**src/rtl/sfd_pkg.sv**
```systemverilog
package sfd_pkg;

    localparam int MAX_FRAME_BYTES = 255;

    localparam logic [7:0] START_BYTE = 8'hFF;
    localparam logic [7:0] END_BYTE   = 8'hED;
    localparam logic [7:0] MIN_FRAME  = 8'd5;

    localparam logic [15:0] TIMEOUT_RESET = 16'd16;
    localparam logic [15:0] IDLE_MAX      = 16'hFFFF;

    localparam logic CMD_BYTE = 1'b0;
    localparam logic CMD_TICK = 1'b1;

    typedef logic [2:0] t_kind;

    localparam t_kind KIND_PAYLOAD = 3'd0;
    localparam t_kind KIND_OK      = 3'd1;
    localparam t_kind KIND_CHECK   = 3'd2;
    localparam t_kind KIND_FRAMING = 3'd3;
    localparam t_kind KIND_TIMEOUT = 3'd4;

endpackage

```
**src/rtl/serial_frame_deframer_core.sv**
```systemverilog
// a result beat is registered and shown in the cycle after the input beat that causes it
// throughput: one input beat per cycle unless a result waits; the single frame-state update per beat
//   sits between the input handshake and the output register
// an output register decouples the sides, input stalls only while a result waits
// reset: synchronous active-low i_rst_n returns to hunting, clears the idle count
//   and the output valid, and loads timeout_ticks with 16
module serial_frame_deframer_core
    import sfd_pkg::*;
(
    input  logic        i_clk,
    input  logic        i_rst_n,
    input  logic        i_cfg_valid,
    output logic        o_cfg_ready,
    input  logic [15:0] i_cfg_data,     // timeout_ticks
    input  logic        s_axis_tvalid,
    output logic        s_axis_tready,
    input  logic [7:0]  s_axis_tdata,   // rx_byte
    input  logic        s_axis_tuser,   // command
    output logic        m_axis_tvalid,
    input  logic        m_axis_tready,
    output logic [15:0] m_axis_tdata,   // payload_byte [7:0], payload_count [15:8]
    output logic [2:0]  m_axis_tuser    // kind
);

    localparam logic [1:0] PH_HUNT = 2'd0;
    localparam logic [1:0] PH_LEN  = 2'd1;
    localparam logic [1:0] PH_BODY = 2'd2;

    logic [15:0] r_timeout;
    logic [1:0]  r_phase,  n_phase;
    logic [7:0]  r_len,    n_len;
    logic [7:0]  r_pos,    n_pos;
    logic [7:0]  r_sum,    n_sum;
    logic [15:0] r_idle,   n_idle;
    logic        r_tout,   n_tout;

    logic        r_out_valid;
    t_kind       r_out_kind;
    logic [7:0]  r_out_byte;
    logic [7:0]  r_out_count;

    logic        n_emit;
    t_kind       n_kind;
    logic [7:0]  n_byte;
    logic [7:0]  n_count;

    logic        accept;
    logic [7:0]  b;
    logic [8:0]  pos_p1;
    logic [8:0]  pos_p2;
    logic [15:0] idle_inc;

    assign o_cfg_ready   = 1'b1;
    assign s_axis_tready = !r_out_valid || m_axis_tready;
    assign accept        = s_axis_tvalid && s_axis_tready;
    assign b             = s_axis_tdata;
    assign pos_p1        = {1'b0, r_pos} + 9'd1;
    assign pos_p2        = {1'b0, r_pos} + 9'd2;
    assign idle_inc      = (r_idle == IDLE_MAX) ? r_idle : r_idle + 16'd1;

    always_comb begin
        n_phase = r_phase;
        n_len   = r_len;
        n_pos   = r_pos;
        n_sum   = r_sum;
        n_idle  = r_idle;
        n_tout  = r_tout;
        n_emit  = 1'b0;
        n_kind  = KIND_PAYLOAD;
        n_byte  = 8'd0;
        n_count = 8'd0;
        if (s_axis_tuser == CMD_TICK) begin
            n_idle = idle_inc;
            if (idle_inc > r_timeout && !r_tout) begin
                n_tout  = 1'b1;
                n_phase = PH_HUNT;
                n_pos   = 8'd0;
                n_sum   = 8'd0;
                n_emit  = 1'b1;
                n_kind  = KIND_TIMEOUT;
            end
        end else begin
            n_idle = 16'd0;
            n_tout = 1'b0;
            if (r_phase == PH_LEN) begin
                n_len = b;
                n_sum = r_sum + b;
                n_pos = 8'd2;
                if (b < MIN_FRAME || b > 8'(MAX_FRAME_BYTES)) begin
                    n_phase = PH_HUNT;
                    n_emit  = 1'b1;
                    n_kind  = KIND_FRAMING;
                end else begin
                    n_phase = PH_BODY;
                end
            end else if (r_phase == PH_BODY) begin
                n_pos = pos_p1[7:0];
                if (pos_p1 >= {1'b0, r_len}) begin
                    n_phase = PH_HUNT;
                    n_emit  = 1'b1;
                    if (b != END_BYTE) begin
                        n_kind = KIND_FRAMING;
                    end else if (r_sum != 8'd0) begin
                        n_kind = KIND_CHECK;
                    end else begin
                        n_kind  = KIND_OK;
                        n_count = r_len - MIN_FRAME;
                    end
                end else if (pos_p2 == {1'b0, r_len}) begin
                    n_sum = r_sum - b;
                end else begin
                    n_sum = r_sum + b;
                    if (r_pos != 8'd2) begin
                        n_emit = 1'b1;
                        n_kind = KIND_PAYLOAD;
                        n_byte = b;
                    end
                end
            end else begin
                if (b == START_BYTE) begin
                    n_phase = PH_LEN;
                    n_sum   = START_BYTE;
                    n_pos   = 8'd1;
                    n_len   = 8'd0;
                end else begin
                    n_phase = PH_HUNT;
                end
            end
        end
    end

    always_ff @(posedge i_clk) begin
        if (!i_rst_n) begin
            r_timeout   <= TIMEOUT_RESET;
            r_phase     <= PH_HUNT;
            r_len       <= 8'd0;
            r_pos       <= 8'd0;
            r_sum       <= 8'd0;
            r_idle      <= 16'd0;
            r_tout      <= 1'b0;
            r_out_valid <= 1'b0;
        end else begin
            if (i_cfg_valid) begin
                r_timeout <= i_cfg_data;
            end
            if (accept) begin
                r_phase     <= n_phase;
                r_len       <= n_len;
                r_pos       <= n_pos;
                r_sum       <= n_sum;
                r_idle      <= n_idle;
                r_tout      <= n_tout;
                r_out_valid <= n_emit;
            end else if (m_axis_tready) begin
                r_out_valid <= 1'b0;
            end
        end
    end

    always_ff @(posedge i_clk) begin
        if (accept) begin
            r_out_kind  <= n_kind;
            r_out_byte  <= n_byte;
            r_out_count <= n_count;
        end
    end

    assign m_axis_tvalid = r_out_valid;
    assign m_axis_tuser  = r_out_kind;
    assign m_axis_tdata  = {r_out_count, r_out_byte};

endmodule

```
**config.mk**
```make
export PLATFORM = sky130hd
export DESIGN_NAME = serial_frame_deframer_core
export DESIGN_NICKNAME = d
export VERILOG_FILES = /design/src/rtl/sfd_pkg.sv /design/src/rtl/serial_frame_deframer_core.sv
export SDC_FILE = /design/constraint.sdc
export NUM_CORES = 1
export LEC_CHECK = 0
export BUFFER_PORTS_ARGS = -buffer_cell sky130_fd_sc_hd__buf_4
export CAP_MARGIN = 0
export CORE_ASPECT_RATIO = 0.8
export CORE_UTILIZATION = 65
export DETAILED_ROUTE_END_ITERATION = 6
export HOLD_SLACK_MARGIN = 0.05
export MAX_ROUTING_LAYER = met4
export PLACE_DENSITY = 0.9
export SETUP_SLACK_MARGIN = 0.05
export SYNTH_ARGS = -nofsm -noshare
export SYNTH_HDL_FRONTEND = slang
export SYNTH_SLANG_ARGS = --single-unit
```
**constraint.sdc**
```tcl
create_clock -name i_clk -period 6.2 [get_ports i_clk]
set_input_delay 0.93 -clock i_clk [delete_from_list [all_inputs] [get_ports i_clk]]
set_output_delay 0.93 -clock i_clk [all_outputs]
set_load 0.05 [all_outputs]
```
==> results.cfg <==
[run_status]
status = complete, no violations

[detailed_routing]
drt-vias-per-instance = 6.206
detailedRoute.firstIterationViolations = 416
ant_nets = 0
drc = 0
via_count = 4791
detail_route.wl_per_cell_um = 16.84
postRouteWirelength_mm = 13.00
drtPass1Iterations = 5

[clocking]
cts_root_buffer = sky130_fd_sc_hd__clkbuf_8
cts.sinks = 79
tritoncts = done
post-cts-setup-buffer-count = 0
worst_setup_hold_path_clk_slew_ns = 0.09
ctsHtreeMaxLevel = 3
ctsHoldBuffers = 0
worstSkewPairLatency_ns = 0.36
cts-buffers-inserted = 9
clockBufferDepth = 2
number_of_gates_resized_after_cts = 0

[power_and_ir_drop]
power.sequential.fraction_pct = 50.8
power_report.internal_total_uw = 783.1
comb_power_share_pct = 12.4
cellLeakagePower_uw = 0.002471
max-vdd-ir-drop_mv = 0.1189
power_frac_clock_pct = 36.8
netSwitchingPower_uw = 291.7
power-per-cell-area_mw_per_mm2 = 184.7
netSwitchingFraction_pct = 27.14

[timing]
achievable-frequency_mhz = 190.7
tns_ns = 0
max_slew_margin_pct = 29.26
fin_crit_sh_pct = 84.57
min_period_ns = 5.243
setup_viol = 0
skew_ns = 0.008996
timing.final.max_slew_violations = 0
hold_viol_final = 0
rsz0062_at_grt = false
tightestPinTransition_ns = 1.047

[min_path]
min-delay-path-class = reg2reg

[yosys]
synth_edf_count = 19
synth_area_leader_cell = sky130_fd_sc_hd__dfxtp_1
yosys_warnings = 0
synth_cells = 630
netlist_top_cells_count = sky130_fd_sc_hd__nor2_1 (82), sky130_fd_sc_hd__dfxtp_1 (60), sky130_fd_sc_hd__inv_1 (46)
netlist.area_leader.share_pct = 22.95
postSynthRegisterBits = 79
syn_area_per_cell_um2 = 8.308
synthMostInstantiatedCell = sky130_fd_sc_hd__nor2_1
ys_dominant_reg_cell = sky130_fd_sc_hd__dfxtp_1
yosys-top-cells-area = sky130_fd_sc_hd__dfxtp_1 (23%), sky130_fd_sc_hd__edfxtp_1 (11%), sky130_fd_sc_hd__ha_1 (10%), sky130_fd_sc_hd__nor2_1 (5.9%), sky130_fd_sc_hd__mux2i_1 (3.6%)
yosysUniqueCellTypes = 63
synth_nets = 705
synth_sequential_area_ratio_pct = 33.85
synthesized_area_mm2 = 0.005234
synth-async-reset-ratio_pct = 0

[critical_path]
cp_max_fo = 13
path_class = reg2reg
end_kind = register
start_kind = register
timing.critical_path.required_ns = 6.44
critPathArrivalTime_ns = 5.49

[place]
dpl_cell_area_mm2 = 0.005622
io_buffers = 50
routabilityCongestion = 0.9556
detailed_place_hpwl_mm = 9.568

[floorplan]
ios = 52
starting_utilization_of_the_core_area_pct = 68.84
floorplan.die.height_um = 82.26
row_count = 28
core_mm2 = 0.007602
total_die_area_mm2 = 0.008417
dieWidth_um = 102.3

[finish]
post-route-cell-area_mm2 = 0.005819
final.fill_count = 556
area_growth_pct = 11.19
sequential_area_mm2 = 0.001772
drive_gt1_share_pct = 12.44
layout.nets = 737
antenna_cells_inserted = 0
multi_input_comb_area_mm2 = 0.003156

[global_routing]
antenna_found_initial = 0
grt_first_pass_wirelength_mm = 21.13
largest_net_degree_at_the_start_of_global_routing = 52
grt_pass1_vias = 4430
overflow = 0
grtUsageTotal_pct = 33.72

[flow_run]
timing.max_cap.violations = 0
[layer usage]
layer  vias up  GRT usage (%)  wire (µm)
met5         -              -          0
met2       258          51.95       5755
met1      2207          45.61       5842
li1       2290              -          -
met4         0          9.571        275
met3        36          6.061       1130
[path summary, 6_finish.rpt]
check / slack (ns) / startpoint / cells after the start / endpoint
worst max register to register: 0.96 / r_idle[3] / 14 / r_sum[7]
worst min register to register: 0.51 / r_timeout[15] / 2 / r_timeout[15]
worst max-delay path: 0.96 / r_idle[3] / 14 / r_sum[7]
worst min-delay path: 0.51 / r_timeout[15] / 2 / r_timeout[15]
[power by group through the flow]
stage	logic, µW	clock network, µW	registers [µW]
floorplan	65.1	0	576
global placement	126	0	557
detailed placement	131	0	558
CTS	132	400	546
global route	144	416	548
finish	133	395	546
[area by class of cell]
| cell class | instances | share of cell area (%) |
|---|---|---|
| Tap cell | 105 | 2.258 |
| Sequential cell | 79 | 30.45 |
| Clock inverter | 5 | 0.9675 |
| Timing Repair Buffer | 52 | 6.708 |
| Inverter | 46 | 2.967 |
| Multi-Input combinational cell | 474 | 54.22 |
| Clock buffer | 11 | 2.430 |
[cells by family after synthesis]
| group | share of synthesized area, % |
|---|---|
| buffers and inverters | 6.001 |
| other | 0.07165 |
| XOR/XNOR | 5.020 |
| multiplexers | 5.140 |
| flip-flops | 33.85 |
| AND/OR/NAND/NOR | 22.16 |
| adder cells (fa/ha/maj) | 11.24 |
| AO/OA/AOI/OAI | 16.52 |
[layout by cell type, fill, tap and decap left out, types with 19 or more instances in the layout]
cell / netlist / layout
sky130_fd_sc_hd__nor2_1: 82 / 82
sky130_fd_sc_hd__nor3_1: 21 / 21
sky130_fd_sc_hd__a21oi_1: 35 / 35
sky130_fd_sc_hd__inv_1: 46 / 46
sky130_fd_sc_hd__buf_4: 1 / 52
sky130_fd_sc_hd__ha_1: 43 / 43
sky130_fd_sc_hd__mux2i_1: 19 / 19
sky130_fd_sc_hd__dfxtp_1: 60 / 60
sky130_fd_sc_hd__xnor2_1: 21 / 21
sky130_fd_sc_hd__nand2_1: 45 / 45
sky130_fd_sc_hd__o21ai_0: 24 / 24
sky130_fd_sc_hd__edfxtp_1: 19 / 19
sky130_fd_sc_hd__nand3_1: 19 / 19
[critical path, cell delays in order (launching register included)]
cell,delay (ns)
sky130_fd_sc_hd__dfxtp_1,0.48
sky130_fd_sc_hd__nand4_1,0.27
sky130_fd_sc_hd__nor3_1,0.48
sky130_fd_sc_hd__nand3_1,0.17
sky130_fd_sc_hd__or2_2,0.45
sky130_fd_sc_hd__nand2_1,0.16
sky130_fd_sc_hd__xnor2_1,0.09
sky130_fd_sc_hd__ha_1,0.33
sky130_fd_sc_hd__nand4_1,0.17
sky130_fd_sc_hd__a2111oi_0,0.57
sky130_fd_sc_hd__o41ai_1,0.34
sky130_fd_sc_hd__nor2_1,0.67
sky130_fd_sc_hd__a21oi_1,0.39
sky130_fd_sc_hd__a22o_1,0.28
sky130_fd_sc_hd__a311o_1,0.27
[state kept, by name (all words and copies together), names as in the netlist]
register       flops
m_axis_tvalid      1
r_timeout         16
r_len              8
r_idle            16
r_out_byte         8
r_out_count        8
r_phase            2
r_tout             1
r_sum              8
r_pos              8
m_axis_tuser       3
[through the flow]
step	utilization, %	total power [µW]	instances	setup WS, ns	hold WS [ns]
2_1_floorplan	-	641.3	630	2.155	0.4584
6_report	76.55	1075	772	0.9566	0.5052
5_1_grt	76.55	1108	772	0.4789	0.5275
3_5_place_dp	73.95	688.8	756	1.138	0.4798
3_3_place_gp	73.95	683.2	756	1.513	0.4767
4_1_cts	76.55	1078	772	1.106	0.5007
Power figures use the tool's default switching activity.
